<file path="config.mk">
export PLATFORM = sky130hd
export DESIGN_NAME = msb_first_bit_packer_core
export DESIGN_NICKNAME = d
export VERILOG_FILES = /design/src/hw/rtl/mfbp_pkg.sv /design/src/hw/rtl/mfbp_front.sv /design/src/hw/rtl/mfbp_queue.sv /design/src/hw/rtl/mfbp_back.sv /design/src/hw/rtl/msb_first_bit_packer_core.sv
export VERILOG_INCLUDE_DIRS = /design/src /design/src/hw/rtl
export SDC_FILE = /design/constraint.sdc
export NUM_CORES = 1
export LEC_CHECK = 0
export BUFFER_PORTS_ARGS = -buffer_cell sky130_fd_sc_hd__clkbuf_2
export CORE_ASPECT_RATIO = 0.5
export CORE_MARGIN = 2
export CORE_UTILIZATION = 35
export CTS_CLUSTER_SIZE = 14
export DETAILED_ROUTE_END_ITERATION = 7
export RECOVER_POWER = 100
export SLEW_MARGIN = 10
export SYNTH_ARGS = -nofsm -noshare
export SYNTH_HDL_FRONTEND = slang
export SYNTH_SLANG_ARGS = --single-unit
</file>
<file path="constraint.sdc">
create_clock -name clk -period 3.3 [get_ports clk]
set_input_delay 0 -clock clk [delete_from_list [all_inputs] [get_ports clk]]
set_output_delay 0 -clock clk [all_outputs]
set_load 0.05 [all_outputs]
</file>
<file path="src/hw/rtl/assert_macros.svh">
// ---------------------------------------------------------------------------
// Assertion macros
// Shared concurrent assertion wrappers clocked on clk, disabled in reset.
// ---------------------------------------------------------------------------
`ifndef ASSERT_MACROS_SVH
`define ASSERT_MACROS_SVH

// Check a property at every rising clock edge outside reset.
`define MFBP_ASSERT(lbl, prop, msg) \
	lbl: assert property (@(posedge clk) disable iff (!arst_n) (prop)) else $error(msg);

// Check that a condition implies another one in the same cycle.
`define MFBP_ASSERT_IMPL(lbl, cond, prop, msg) \
	`MFBP_ASSERT(lbl, (cond) |-> (prop), msg)

`endif

</file>
<file path="src/hw/rtl/mfbp_pkg.sv">
// ---------------------------------------------------------------------------
// mfbp_pkg
// Types and constants shared by the MSB-first bit packer modules.
// ---------------------------------------------------------------------------
package mfbp_pkg;

	// Widest field taken from one item, and the resulting bit count cap.
	localparam int MAX_FIELD_BITS = 32;
	localparam logic [5:0] FIELD_CAP = (MAX_FIELD_BITS < 32) ? 6'(MAX_FIELD_BITS) : 6'd32;

	// Accumulator plus one full field gives a 40-bit window of five bytes.
	localparam int WIN_W   = 40;
	localparam int BYTE_W  = 8;

	// Decoupling queue between front and back.
	localparam int QUEUE_DEPTH = 2;
	localparam int QPTR_W      = (QUEUE_DEPTH > 1) ? $clog2(QUEUE_DEPTH) : 1;
	localparam int QCNT_W      = $clog2(QUEUE_DEPTH + 1);

	// One classified item: left-aligned bytes, how many to commit, flush flag.
	typedef struct packed {
		logic [WIN_W-1:0] bytes;
		logic [2:0]       cnt;
		logic             eom;
	} entry_t;

	typedef struct packed {
		logic full;
		logic empty;
	} q_status_t;

endpackage

</file>
<file path="src/hw/rtl/mfbp_front.sv">
// ---------------------------------------------------------------------------
// mfbp_front
// Merges each field into the partial byte and hands whole bytes to the queue.
// ---------------------------------------------------------------------------
module mfbp_front (
	input  logic                 clk,
	input  logic                 arst_n,
	input  logic                 accept,
	input  logic [31:0]          value,
	input  logic [5:0]           bit_count,
	input  logic                 end_of_message,
	output mfbp_pkg::entry_t     entry
);

	logic [7:0]  acc_q;
	logic [2:0]  fill_q;

	logic [5:0]  n_sat;
	logic [5:0]  shamt;
	logic [31:0] aligned;
	logic [mfbp_pkg::WIN_W-1:0] win;
	logic [mfbp_pkg::WIN_W-1:0] win_rest;
	logic [5:0]  total;
	logic [2:0]  k;
	logic [2:0]  rem;

	always_comb begin
		n_sat   = (bit_count > mfbp_pkg::FIELD_CAP) ? mfbp_pkg::FIELD_CAP : bit_count;
		shamt   = 6'(6'd32 - n_sat);
		aligned = (n_sat == 6'd0) ? 32'd0 : (value << shamt);
		win     = {acc_q, 32'd0} | ({aligned, 8'd0} >> fill_q);
		total   = 6'(fill_q) + n_sat;
		k       = total[5:3];
		rem     = total[2:0];
		// Bring the byte that stays partial to the top.
		win_rest = win << {k, 3'b000};

		entry.bytes = win;
		entry.eom   = end_of_message;
		entry.cnt   = k + 3'((end_of_message && (rem != 3'd0)) ? 1 : 0);
	end

	always_ff @(posedge clk or negedge arst_n) begin
		if (!arst_n) begin
			acc_q  <= '0;
			fill_q <= '0;
		end else if (accept) begin
			if (end_of_message) begin
				acc_q  <= '0;
				fill_q <= '0;
			end else begin
				acc_q  <= win_rest[mfbp_pkg::WIN_W-1 -: 8];
				fill_q <= rem;
			end
		end
	end

endmodule

</file>
<file path="src/hw/rtl/mfbp_queue.sv">
// ---------------------------------------------------------------------------
// mfbp_queue
// Short register FIFO between the classifying front and the byte back end.
// ---------------------------------------------------------------------------
module mfbp_queue (
	input  logic                  clk,
	input  logic                  arst_n,
	input  logic                  push,
	input  mfbp_pkg::entry_t      push_entry,
	input  logic                  pop,
	output mfbp_pkg::entry_t      head,
	output mfbp_pkg::q_status_t   status
);

	mfbp_pkg::entry_t                mem_q [mfbp_pkg::QUEUE_DEPTH];
	logic [mfbp_pkg::QPTR_W-1:0]     wr_ptr_q;
	logic [mfbp_pkg::QPTR_W-1:0]     rd_ptr_q;
	logic [mfbp_pkg::QCNT_W-1:0]     count_q;
	logic                            do_push;
	logic                            do_pop;

	assign status.full  = (count_q == mfbp_pkg::QCNT_W'(mfbp_pkg::QUEUE_DEPTH));
	assign status.empty = (count_q == '0);
	assign do_push      = push && !status.full;
	assign do_pop       = pop && !status.empty;
	assign head         = mem_q[rd_ptr_q];

	always_ff @(posedge clk) begin
		if (do_push) begin
			mem_q[wr_ptr_q] <= push_entry;
		end
	end

	always_ff @(posedge clk or negedge arst_n) begin
		if (!arst_n) begin
			wr_ptr_q <= '0;
			rd_ptr_q <= '0;
			count_q  <= '0;
		end else begin
			if (do_push) begin
				wr_ptr_q <= (wr_ptr_q == mfbp_pkg::QPTR_W'(mfbp_pkg::QUEUE_DEPTH - 1)) ?
					'0 : mfbp_pkg::QPTR_W'(wr_ptr_q + 1'b1);
			end
			if (do_pop) begin
				rd_ptr_q <= (rd_ptr_q == mfbp_pkg::QPTR_W'(mfbp_pkg::QUEUE_DEPTH - 1)) ?
					'0 : mfbp_pkg::QPTR_W'(rd_ptr_q + 1'b1);
			end
			if (do_push && !do_pop) begin
				count_q <= count_q + 1'b1;
			end else if (do_pop && !do_push) begin
				count_q <= count_q - 1'b1;
			end
		end
	end

endmodule

</file>
<file path="src/hw/rtl/mfbp_back.sv">
// ---------------------------------------------------------------------------
// mfbp_back
// Commits queued bytes one per cycle while the receiver is ready, tracks position and overflow.
// ---------------------------------------------------------------------------
module mfbp_back #(
	parameter int MAX_BYTES = 256
) (
	input  logic                  clk,
	input  logic                  arst_n,
	input  mfbp_pkg::entry_t      head,
	input  logic                  head_valid,
	output logic                  pop,
	output logic                  out_valid,
	input  logic                  out_ready,
	output logic [7:0]            data_byte,
	output logic [7:0]            byte_index,
	output logic                  final_byte,
	output logic                  overflow
);

	localparam int PW = $clog2(MAX_BYTES + 1);

	logic [PW-1:0] pos_q;
	logic          ovf_q;
	logic [2:0]    j_q;
	logic          valid_q;
	logic [7:0]    data_q;
	logic [7:0]    idx_q;
	logic          fin_q;
	logic          ovfo_q;

	logic          advance;
	logic          step;
	logic          in_bytes;
	logic          last;
	logic          at_max;
	logic [mfbp_pkg::WIN_W-1:0] sh;

	logic          emit;
	logic [7:0]    emit_data;
	logic          emit_fin;
	logic          clr_msg;
	logic          inc_pos;
	logic          set_ovf;
	logic [2:0]    j_next;

	assign advance  = !valid_q || out_ready;
	assign step     = advance && head_valid;
	assign in_bytes = (j_q < head.cnt);
	assign last     = (3'(j_q + 3'd1) == head.cnt);
	assign at_max   = (pos_q >= PW'(MAX_BYTES));
	assign sh       = head.bytes << {j_q, 3'b000};

	always_comb begin
		pop       = 1'b0;
		emit      = 1'b0;
		emit_data = sh[mfbp_pkg::WIN_W-1 -: 8];
		emit_fin  = 1'b0;
		clr_msg   = 1'b0;
		inc_pos   = 1'b0;
		set_ovf   = 1'b0;
		j_next    = j_q;
		if (step) begin
			if (in_bytes) begin
				if (!at_max) begin
					emit     = 1'b1;
					inc_pos  = 1'b1;
					emit_fin = last && head.eom;
					if (last) begin
						pop     = 1'b1;
						j_next  = 3'd0;
						clr_msg = head.eom;
					end else begin
						j_next = 3'(j_q + 3'd1);
					end
				end else begin
					// Drop the byte; a dropped final byte leaves a status result.
					set_ovf = 1'b1;
					if (last && !head.eom) begin
						pop    = 1'b1;
						j_next = 3'd0;
					end else begin
						j_next = 3'(j_q + 3'd1);
					end
				end
			end else begin
				pop    = 1'b1;
				j_next = 3'd0;
				if (head.eom) begin
					emit      = 1'b1;
					emit_data = 8'd0;
					emit_fin  = 1'b1;
					clr_msg   = 1'b1;
				end
			end
		end
	end

	always_ff @(posedge clk or negedge arst_n) begin
		if (!arst_n) begin
			pos_q   <= '0;
			ovf_q   <= 1'b0;
			j_q     <= '0;
			valid_q <= 1'b0;
		end else begin
			j_q <= j_next;
			if (clr_msg) begin
				pos_q <= '0;
				ovf_q <= 1'b0;
			end else begin
				if (inc_pos) begin
					pos_q <= PW'(pos_q + 1'b1);
				end
				if (set_ovf) begin
					ovf_q <= 1'b1;
				end
			end
			if (advance) begin
				valid_q <= emit;
			end
		end
	end

	always_ff @(posedge clk) begin
		if (advance && emit) begin
			data_q <= emit_data;
			idx_q  <= 8'(pos_q);
			fin_q  <= emit_fin;
			ovfo_q <= ovf_q;
		end
	end

	assign out_valid  = valid_q;
	assign data_byte  = data_q;
	assign byte_index = idx_q;
	assign final_byte = fin_q;
	assign overflow   = ovfo_q;

endmodule

</file>
<file path="src/hw/rtl/msb_first_bit_packer_core.sv">
// ---------------------------------------------------------------------------
// msb_first_bit_packer_core
// MSB-first bitstream writer: packs variable-width fields into a byte stream.
// ---------------------------------------------------------------------------
// Usage:
//  - Slave stream s_axis: one transaction per field. tdata carries the value
//    (bits 31:0) and the bit count 1..32 (bits 37:32); tlast ends the message,
//    padding the partial byte with zeros and emitting it.
//  - Master stream m_axis: one transaction per byte. tdata carries the byte
//    (bits 7:0, first bit in bit 7) and its index in the message (15:8);
//    tlast marks the last result of a message, tuser flags dropped bytes.
//  - Bytes beyond MAX_BYTES are dropped; a message whose final byte was
//    dropped, or that ends with nothing pending, closes with a status
//    transaction (data 0, tlast 1, tuser = overflow).
//  - Path: an accepted field is written into the queue, then its first byte
//    is registered in the output register. The back end emits or drops a
//    field's bytes one at a time while the output register can advance, and
//    pops the field after its last byte or the status result that a dropped
//    final byte leaves. The front accepts a field each cycle while the queue has room.
//  - Reset clears the partial byte, the byte position and the queue; no
//    clearing pass is needed.
//  - A stalled receiver holds the output register; the queue keeps taking
//    fields until it fills, then tready drops.
// ---------------------------------------------------------------------------
`include "assert_macros.svh"

module msb_first_bit_packer_core #(
	parameter int MAX_BYTES = 256
) (
	input  logic        clk,
	input  logic        arst_n,
	// Input fields
	input  logic        s_axis_tvalid,
	output logic        s_axis_tready,
	input  logic [39:0] s_axis_tdata,   // value[31:0], bit_count[37:32], zero pad
	input  logic        s_axis_tlast,   // end_of_message
	// Output bytes
	output logic        m_axis_tvalid,
	input  logic        m_axis_tready,
	output logic [15:0] m_axis_tdata,   // data_byte[7:0], byte_index[15:8]
	output logic        m_axis_tlast,   // final_byte
	output logic [0:0]  m_axis_tuser    // overflow
);

	logic                   in_accept;
	mfbp_pkg::entry_t       front_entry;
	mfbp_pkg::entry_t       head;
	mfbp_pkg::q_status_t    q_stat;
	logic                   pop;
	logic [7:0]             data_byte;
	logic [7:0]             byte_index;
	logic                   final_byte;
	logic                   overflow;

	// Take a field whenever the queue has room.
	assign s_axis_tready = !q_stat.full;
	assign in_accept     = s_axis_tvalid && s_axis_tready;

	// Front: merge the field with the partial byte, classify its bytes.
	mfbp_front u_front (
		.clk            (clk),
		.arst_n         (arst_n),
		.accept         (in_accept),
		.value          (s_axis_tdata[31:0]),
		.bit_count      (s_axis_tdata[37:32]),
		.end_of_message (s_axis_tlast),
		.entry          (front_entry)
	);

	// Queue: decouple front from a stalled back end.
	mfbp_queue u_queue (
		.clk        (clk),
		.arst_n     (arst_n),
		.push       (in_accept),
		.push_entry (front_entry),
		.pop        (pop),
		.head       (head),
		.status     (q_stat)
	);

	// Back: commit bytes, drop past the limit, mark the message end.
	mfbp_back #(
		.MAX_BYTES (MAX_BYTES)
	) u_back (
		.clk        (clk),
		.arst_n     (arst_n),
		.head       (head),
		.head_valid (!q_stat.empty),
		.pop        (pop),
		.out_valid  (m_axis_tvalid),
		.out_ready  (m_axis_tready),
		.data_byte  (data_byte),
		.byte_index (byte_index),
		.final_byte (final_byte),
		.overflow   (overflow)
	);

	assign m_axis_tdata = {byte_index, data_byte};
	assign m_axis_tlast = final_byte;
	assign m_axis_tuser = overflow;

	// Queue occupancy flags never contradict each other.
	`MFBP_ASSERT(a_queue_flags, !(q_stat.full && q_stat.empty), "queue both full and empty")
	// Overflow can only be reported on the closing result of a message.
	`MFBP_ASSERT_IMPL(a_ovf_final, m_axis_tvalid && m_axis_tuser[0], m_axis_tlast, "overflow not final")
	// The back end never pops an empty queue.
	`MFBP_ASSERT_IMPL(a_pop_nonempty, pop, !q_stat.empty, "pop from empty queue")

endmodule
</file>
==> results of run 1 <==
[state kept, by name (all words and copies together) (netlist names)]
register	flops
u_queue.wr_ptr_q	1
u_back.overflow	1
u_front.fill_q	3
u_back.j_q	3
u_back.out_valid	1
u_back.pos_q	9
u_back.byte_index	8
u_queue.mem_q	86
u_front.acc_q	8
u_queue.count_q	2
u_back.data_byte	8
u_back.final_byte	1
u_back.ovf_q	1
u_queue.rd_ptr_q	1
[how the worst max path moves through the flow]
stage	start	endpoint	slack, ns	cells past startpoint
after global placement	s_axis_tdata[37]	u_front.acc_q[2]$_DFFE_PN0P_	-0.18	15
after floorplan	u_queue.count_q[0]$_DFFE_PN0P_	u_queue.mem_q[0][0]$_DFFE_PP_	-0.31	4
after global routing	u_queue.count_q[0]$_DFFE_PN0P_	u_queue.mem_q[0][23]$_DFFE_PP_	0.007	4
final	s_axis_tdata[37]	u_front.acc_q[7]$_DFFE_PN0P_	0.14	14
after CTS	s_axis_tdata[37]	u_front.acc_q[2]$_DFFE_PN0P_	0.23	15
after detailed placement	s_axis_tdata[37]	u_front.acc_q[2]$_DFFE_PN0P_	-0.20	15
[through the flow]
| stage | hold WS (ns) | TNS [ns] | power [mW] | utilization (%) | instances |
|---|---|---|---|---|---|
| 6_report | 0.368 | 0 | 11.0 | 45.0 | 1405 |
| 5_1_grt | 0.404 | 0 | 11.7 | 45.0 | 1405 |
| 4_1_cts | 0.206 | 0 | 11.1 | 45.6 | 1405 |
| 3_5_place_dp | 0.156 | -2.63 | 9.21 | 43.2 | 1370 |
| 3_3_place_gp | 0.133 | -1.58 | 9.11 | 43.2 | 1370 |
| 2_1_floorplan | -0.296 | -26.53 | 6.98 | - | 836 |
[routing by layer]
| layer | routed length (µm) | part of all wire [%] | GRT usage (%) | vias to the layer above |
|---|---|---|---|---|
| met2 | 13600 | 45 | 34.9 | 291 |
| met5 | 0 | 0 | 0 | - |
| met4 | 931 | 3.1 | 8.62 | 0 |
| li1 | - | - | - | 3718 |
| met3 | 1700 | 5.7 | 3.68 | 57 |
| met1 | 13800 | 46 | 29.3 | 4010 |
[cells in the mapped netlist (all sizes together), types with 12 or more instances]
library cell	instances	area share (%)
nand2	66	2.6
nand3	23	1.3
nor2	69	2.8
o22ai	16	1.1
inv	23	0.91
mux2	30	3.6
ha	13	1.7
mux4	58	14
and2	12	0.79
buf	25	1.5
a211oi	17	1.5
xor2	12	1.2
o21ai	29	1.5
edfxtp	104	33
dfrtp	29	7.7
a21oi	32	1.7
clkbuf	31	1.2
nor3	18	0.95
mux2i	59	6.2
[tightest hold or removal path, stage by stage]
cell and delay [ns]:
clkbuf_2 0.14, xnor2_1 0.08, nand2_1 0.10, inv_1 0.06, buf_4 0.20, nand2_1 0.08
a311oi_1 0.08
[power by group]
| group | leakage (nW) | internal [mW] | switching, mW | total [mW] |
|---|---|---|---|---|
| combinational | 3.04 | 2.38 | 3.63 | 6.01 |
| clock | 0.296 | 1.16 | 0.759 | 1.91 |
| sequential | 1.37 | 2.81 | 0.242 | 3.05 |
| total | 4.70 | 6.34 | 4.63 | 11.0 |
[cell families after synthesis]
family | after synthesis | share of synthesized area [%]
AOI/OAI and AO/OA | 209 | 16.5
adders and majority gates | 14 | 1.93
and+or+nand+nor | 230 | 11.4
DFF | 133 | 40.6
buffers and inverters | 82 | 3.78
muxes | 147 | 23.7
xor gates and xnor gates | 21 | 2.10
[area by class of cell]
class / count / area share, %
clock buffers: 18 / 3.68
flip-flops and latches: 133 / 32.2
clock inverters: 14 / 1.35
inverters: 26 / 0.838
multi-input cells: 621 / 44.9
repair buffers: 241 / 13.3
well taps: 352 / 3.69
==> impl_metrics.toml, run 1 <==
[synthesis]
yosys_warnings = 0
ys_seq_area_share_pct = 40.6
syn_area_um2 = 9480
synth_cells = 836
synth_flop_cell = "edfxtp_1"
synth_seq_cells = 133
syn_area_per_cell_um2 = 11.3
synth_edf_count = 104
async_flop_share_pct = 21.8
ys_types = 85
synth.net_count = 895

[worst_hold_path]
min_to = "u_front.acc_q[4]$_DFFE_PN0P_"
hold_depth = 7
min_path_type = "input pin to flip-flop"
min-delay-start = "s_axis_tdata[36]"

[cts]
clock_path_buffers = 2
numCtsBuffers = 17
clock_sinks = 133
cts.root.buffer_cell = "clkbuf_16"
hold_buffers = 3
cts_tree = "built"
post_cts_buffers = 0
clkLatencyLatePin_ns = 0.42
cts_resized = 0
clkSlewWorstSetupHoldPaths_ns = 0.07
htreeDepth = 4

[detailed_routing]
drc = 0
drtIter0Drc = 749
via_per_inst = 5.75
vias = 8076
firstDrtPassIters = 6
drt_wl_total_um = 30000
drtAntennaViolNets = 0
drt-wirelength-per-cell_um = 21.4

[global_route]
grt_overflow = 0
antenna_found_initial = 0
grt.total_usage_pct = 21.7
grt_pass1_wl_um = 47300
grt_start_max_net_pins = 45
first_global_vias = 8113

[power]
ir_worst_vdd_mv = 0.426
powerDensity_nw_per_um2 = 919
p_leak_nw = 4.70

[place]
place_area_um2 = 11500
numPortBuffers = 62
post-place-ws_ns = -0.196
gp_congestion = 0.979
post-dp-hpwl_um = 23400

[worst_setup_path]
crit_family = "compound AO/OA/AOI/OAI gates"
crit_fanout = 13
worstSetupPathType = "input pin to flip-flop"
worstPathRequired_ns = 3.61
r2r_end = "u_back.data_byte[6]$_DFFE_PP_"
reg2reg_from = "u_queue.rd_ptr_q$_DFFE_PN0P_"
critPathBufInv = 4
worst_ep_arrival_time_ns = 3.47
reg2reg_slack_ns = 0.28
cp_slowest_cell = "mux4_2"
crit_chain = "clkbuf_2 > inv_1 > nand2_1 > ha_4 > buf_12 > mux2_1 > mux4_2 > a222oi_1 > clkbuf_1 > mux2i_1 > o22ai_1 > a211oi_1 > o32a_1 > a221o_1"
crit_path_max_incr_delay_ns = 0.53
critPathCaptureType = "flip-flop"
worst_setup_path_start_kind = "input pin"
rr_worst_depth = 9

[finish]
final_cell_mix = "buf_4 (129), edfxtp_1 (104), nor2_1 (68)"
ff_latch_area_um2 = 3850
multi_input_area_um2 = 5360
nets = 1099
drive_gt1_share_pct = 31.5
area_delta_synth_final_pct = 26.0
final_common_cell = "buf_4"
design_area_um2 = 11900
antenna_cells = 0
fillCellCount = 2490

[run]
maxCapViolCount = 3

[sta]
max_freq_mhz = 316
fin_crit_ns = 3.16
finalSetupViolations = 0
finalHoldViolations = 0
rsz0062_at_grt = "no"
fin_worst_skew_ns = 0.0234
worst_slack_ns = 0.137
final_max_slew_viol_count = 78
max_slew_margin_pct = -28.3
worst_pin_slew_ns = 1.93
period_share_pct = 95.8

[status]
violations = "capacitance limit, slew limit"
outcome = "finished with violations"

[floorplan]
die_w_um = 237
die_area_um2 = 28500
ios = 65
fp.coreArea_um2 = 26500
dieHeight_um = 120
initial_core_util_pct = 35.7
fp-row-count = 42
Power figures use the tool's default switching activity.
==> run 2: changes to the inputs <==
--- a/config.mk
+++ b/config.mk
@@ -17,3 +17,4 @@
 export SYNTH_ARGS = -nofsm -noshare
 export SYNTH_HDL_FRONTEND = slang
 export SYNTH_SLANG_ARGS = --single-unit
+export TNS_END_PERCENT = 30
==> constraint.sdc (replaced) <==
create_clock -name clk -period 3.6 [get_ports clk]
set_input_delay 0 -clock clk [delete_from_list [all_inputs] [get_ports clk]]
set_output_delay 0 -clock clk [all_outputs]
set_load 0.05 [all_outputs]
==> run 2 against run 1 <==
Via count decreased by 2.3%; the run still ends with capacitance limit, slew limit left; critical path type is now flip-flop to flip-flop; combinational power decreased by 14%; utilization decreased by 2.2 points; critical path depth decreased by 4; setup slack improved by 0.19 ns.
==> impl_metrics.toml, run 2 (synthesized netlist as in run 1, its figures left out) <==
[worst_setup_path]
crit_fanout = 39
critPathCaptureType = "flip-flop"
reg2reg_slack_ns = 0.32
worst_ep_arrival_time_ns = 3.57
worstSetupPathType = "flip-flop to flip-flop"
worstPathRequired_ns = 3.89
r2r_end = "u_front.acc_q[2]$_DFFE_PN0P_"
worst_setup_path_start_kind = "flip-flop"
reg2reg_from = "u_front.fill_q[0]$_DFFE_PN0P_"
rr_worst_depth = 10

[floorplan]
ios = 65
die_area_um2 = 28500
dieHeight_um = 120
fp-row-count = 42
initial_core_util_pct = 35.7
die_w_um = 237
fp.coreArea_um2 = 26500

[cts]
post_cts_buffers = 0
cts_tree = "built"
htreeDepth = 4
clock_sinks = 133
numCtsBuffers = 17
clkSlewWorstSetupHoldPaths_ns = 0.06
clock_path_buffers = 2
clkLatencyLatePin_ns = 0.41
cts.root.buffer_cell = "clkbuf_16"

[place]
place_area_um2 = 10800
gp_congestion = 0.947
dp.cells = 1297
post-dp-hpwl_um = 22000
numPortBuffers = 62
post-place-ws_ns = 0.0565

[global_route]
grt_pass1_wl_um = 45700
grt_start_max_net_pins = 45
antenna_found_initial = 0
met3_usage_pct = 4.06
first_global_vias = 7733
met2_usage_pct = 32.5
busiest_layer = "met2"
grt.total_usage_pct = 20.8
met1_usage_pct = 29.4
grt_overflow = 0

[finish]
largest_reg_flops = 86
reg.largest.list = "u_queue.mem_q: 86 flops, u_back.pos_q: 9 flops"
regMostFlops = "u_queue.mem_q"
area_delta_synth_final_pct = 19.7
design_area_um2 = 11400
final_common_cell = "edfxtp_1"
nets = 1026
postLayoutCoreUtil_pct = 42.8
antenna_cells = 0
drive_gt1_share_pct = 26.7
final_cells = 1332
final_cell_mix = "edfxtp_1 (104), buf_4 (79), nor2_1 (67)"

[sta]
fin_crit_ns = 3.28
max_freq_mhz = 305
timing.hold.ws_ns = 0.294
max_slew_margin_pct = -25.1
final.setup.tns_ns = 0
finalSetupViolations = 0
rsz0062_at_grt = "no"
worst_pin_slew_ns = 1.88
finalHoldViolations = 0
worst_slack_ns = 0.324
fin_worst_skew_ns = 0.0124
period_share_pct = 91.0
final_max_slew_viol_count = 30

[worst_hold_path]
min-delay-start = "s_axis_tdata[36]"
hold_depth = 5
min_path_type = "input pin to flip-flop"
min_to = "u_front.acc_q[1]$_DFFE_PN0P_"

[power]
powerDensity_nw_per_um2 = 867
ir_worst_vdd_mv = 0.421
p_leak_nw = 4.37
total_power_mw = 9.85

[detailed_routing]
firstDrtPassIters = 5
drc = 0
drtIter0Drc = 718
drtAntennaViolNets = 0
drt-wirelength-per-cell_um = 21.7
via_per_inst = 5.93
vias = 7894
drt_wl_total_um = 28900

[status]
violations = "capacitance limit, slew limit"
outcome = "finished with violations"

[run]
maxCapViolCount = 1
run 2: changes by cell type in the layout (fill, tap and decap cells not counted), moves of 4 or more:
cell | before | now
buf_4 | 129 | 79
clkbuf_1 | 45 | 35
clkbuf_4 | 17 | 7
inv_6 | 6 | 2
mux2_2 | 17 | 26
mux2_4 | 8 | 0
run 2: layer usage:
metal  part of all wire [%]  wire (µm)  up-vias
li1                       -          -     3602
met5                      0          0        -
met2                     45      13100      302
met4                    1.9        547        0
met3                    6.5       1870       48
met1                     46      13400     3942
run 2: worst max path at each step:
stage | from | endpoint | slack, ns | cells after the start
floorplan | u_queue.count_q[0]$_DFFE_PN0P_ | u_queue.mem_q[0][0]$_DFFE_PP_ | -0.006 | 4
global placement | s_axis_tdata[32] | u_front.acc_q[7]$_DFFE_PN0P_ | 0.06 | 14
detailed placement | s_axis_tdata[37] | u_front.acc_q[7]$_DFFE_PN0P_ | 0.06 | 14
CTS | u_front.fill_q[1]$_DFFE_PN0P_ | u_front.acc_q[7]$_DFFE_PN0P_ | 0.17 | 11
global route | s_axis_tdata[32] | u_front.acc_q[3]$_DFFE_PN0P_ | 0.13 | 14
finish | u_front.fill_q[0]$_DFFE_PN0P_ | u_front.acc_q[2]$_DFFE_PN0P_ | 0.32 | 10
run 2: final cells by class:
cell class              instances  area (µm²)
clock buffers                  24         546
inverters                      26        97.6
well taps                     352         440
fillers                      2501       15200
flip-flops and latches        133        3850
repair buffers                168        1060
multi-input cells             621        5260
clock inverters                 8         104
run 2: repair_timing:
action                                  4_1_cts  5_1_grt
resized for setup                             0        1
endpoints found under the setup margin        0        1
hold endpoints to repair                     33        0
hold buffers                                  3        0
run 2: power breakdown:
part / switching (mW) / leakage (nW) / internal [mW]
combinational: 3.25 / 2.68 / 1.94
sequential: 0.214 / 1.37 / 2.58
clock: 0.660 / 0.319 / 1.20
total: 4.12 / 4.37 / 5.73
run 2: worst max-delay path, cell delays in order, from the launching register on:
cell and delay (ns):
dfrtp_1 0.36, clkbuf_2 0.74, inv_1 0.17, buf_4 0.31, a21oi_1 0.28, a211oi_1 0.08
o21ai_0 0.20, clkbuf_1 0.22, mux2i_1 0.18, mux2_2 0.31, a211o_1 0.28
==> run 3: changes to the inputs <==
--- a/config.mk
+++ b/config.mk
@@ -12,7 +12,9 @@
 export CORE_UTILIZATION = 35
 export CTS_CLUSTER_SIZE = 14
 export DETAILED_ROUTE_END_ITERATION = 7
+export HOLD_SLACK_MARGIN = 0.1
 export RECOVER_POWER = 100
+export SETUP_SLACK_MARGIN = 0.5
 export SLEW_MARGIN = 10
 export SYNTH_ARGS = -nofsm -noshare
 export SYNTH_HDL_FRONTEND = slang
==> run 3 against run 2 <==
The flow still finishes with violations (capacitance limit, slew limit); fmax is 0.26% lower; highest routed layer unchanged; setup slack worse by 0.0086 ns; combinational power hardly changed; cell area is 0.44% higher; clock-buffer cell count is 5 lower; die area stayed put.
==> impl_metrics.toml, run 3 (synthesized netlist as in run 1, its figures left out) <==
[status]
outcome = "finished with violations"
violations = "capacitance limit, slew limit"

[detailed_routing]
drc = 0
drt-wirelength-per-cell_um = 21.4
firstDrtPassIters = 6
vias = 7674
via_per_inst = 5.85
drt_wl_total_um = 28100
drtIter0Drc = 808
drtAntennaViolNets = 0

[global_route]
first_global_vias = 7381
antenna_found_initial = 0
grt_pass1_wl_um = 43200
grt.total_usage_pct = 19.8
grt_start_max_net_pins = 45
grt_overflow = 0

[power]
total_power_mw = 9.62
p_leak_nw = 4.30
ir_worst_vdd_mv = 0.336
powerDensity_nw_per_um2 = 844

[cts]
htreeDepth = 4
clkSlewWorstSetupHoldPaths_ns = 0.06
numCtsBuffers = 17
clock_path_buffers = 2
clock_sinks = 133
cts_tree = "built"
cts.root.buffer_cell = "clkbuf_16"
clkLatencyLatePin_ns = 0.42

[sta]
max_slew_margin_pct = -23.0
rsz0062_at_grt = "yes"
final_max_slew_viol_count = 53
worst_pin_slew_ns = 1.84
finalHoldViolations = 0
fin_worst_skew_ns = 0.0124
max_freq_mhz = 304
period_share_pct = 91.3
finalSetupViolations = 0
fin_crit_ns = 3.29

[worst_setup_path]
worst_ep_arrival_time_ns = 3.61
worst_setup_path_start_kind = "input pin"
critPathCaptureType = "flip-flop"
worstPathRequired_ns = 3.92
crit_fanout = 7
worstSetupPathType = "input pin to flip-flop"

[floorplan]
fp-row-count = 42
die_w_um = 237
ios = 65
initial_core_util_pct = 35.7
die_area_um2 = 28500
fp.coreArea_um2 = 26500
dieHeight_um = 120

[finish]
nets = 1006
regMostFlops = "u_queue.mem_q"
final_cell_mix = "edfxtp_1 (104), nor2_1 (67), nand2_1 (65)"
largest_reg_flops = 86
drive_gt1_share_pct = 27.6
area_delta_synth_final_pct = 20.3
final_common_cell = "edfxtp_1"
fillCellCount = 2502
postLayoutCoreUtil_pct = 43.0
antenna_cells = 0
design_area_um2 = 11400
reg.largest.list = "u_queue.mem_q: 86 flops, u_back.pos_q: 9 flops"

[run]
maxCapViolCount = 2

[place]
gp_congestion = 0.966
place_area_um2 = 10700
post-dp-hpwl_um = 21400
numPortBuffers = 62

[worst_hold_path]
min_path_type = "input pin to flip-flop"
## run 3: changes by cell type in the layout (fill, tap and decap cells not counted), moves of 3 or more
cell,delta
clkbuf_2,-3
clkbuf_4,-6
mux2_4,+8
a2bb2oi_1,-4
mux2_2,-9
clkinvlp_4,+3
a2bb2oi_2,+3
mux4_2,+3
mux4_1,-3
buf_4,-15
## run 3: path summary, 6_finish.rpt
check / from / end / slack (ns) / cells past startpoint
worst min-delay path: s_axis_tvalid / u_front.acc_q[0]$_DFFE_PN0P_ / 0.15 / 4
min in group asynchronous: arst_n / u_front.fill_q[2]$_DFFE_PN0P_ / 0.63 / 2
worst min register to register: u_back.ovf_q$_DFFE_PN0P_ / u_back.overflow$_DFFE_PP_ / 0.47 / 0
max in group asynchronous: arst_n / u_front.acc_q[3]$_DFFE_PN0P_ / 1.91 / 2
worst max-delay path: s_axis_tdata[37] / u_front.acc_q[1]$_DFFE_PN0P_ / 0.31 / 15
worst max register to register: u_queue.count_q[0]$_DFFE_PN0P_ / u_queue.mem_q[0][26]$_DFFE_PP_ / 0.53 / 4
## run 3: critical path: stages
cell	delay (ns)
buf_2	0.15
inv_1	0.08
nand2_1	0.10
ha_4	0.36
clkbuf_1	0.23
buf_4	0.19
mux2i_1	0.12
mux4_2	0.53
a211oi_1	0.41
nor2_1	0.20
mux4_2	0.50
mux2i_1	0.16
clkbuf_1	0.27
nand2_1	0.10
a211oi_1	0.21
## run 3: metrics by stage
stage | TNS [ns] | hold slack [ns] | instances | worst slack (ns)
6_report | 0 | 0.151 | 1312 | 0.315
5_1_grt | 0 | 0.196 | 1312 | 0.240
4_1_cts | 0 | 0.171 | 1295 | 0.557
3_5_place_dp | 0 | 0.150 | 1260 | 0.112
3_3_place_gp | 0 | 0.135 | 1260 | 0.177
2_1_floorplan | -0.543 | -0.296 | 836 | -0.00631
## run 3: power by group
| part | internal (mW) | switching [mW] | total, mW |
|---|---|---|---|
| Combinational | 1.89 | 3.27 | 5.16 |
| Sequential | 2.58 | 0.212 | 2.79 |
| Clock | 0.993 | 0.678 | 1.67 |
## run 3: cell type report
type | instances | area [µm²] | share of cell area (%)
inverters | 26 | 101 | 0.889
flip-flops and latches | 133 | 3850 | 33.8
well taps | 352 | 440 | 3.86
clock inverters | 13 | 121 | 1.06
multi-input cells | 621 | 5500 | 48.2
clock buffers | 19 | 453 | 3.97
repair buffers | 148 | 940 | 8.24
## run 3: timing repair
action                                  4_1_cts  5_1_grt
resized for setup                             1       17
endpoints found under the setup margin        3       34
cloned                                        0        1
hold buffers                                  3        0
setup buffers                                 0       16
endpoints found under the hold margin        35        0
pin swaps                                     0        5
## run 3: metal layers
metal / wire [µm] / GRT usage [%] / up-vias / part of all wire, %
li1: - / - / 3541 / -
met1: 13000 / 27.8 / 3768 / 46
met2: 12700 / 31.0 / 328 / 45
met3: 1890 / 3.86 / 37 / 6.7
met4: 557 / 6.53 / 0 / 2.0
met5: 0 / 0 / - / 0
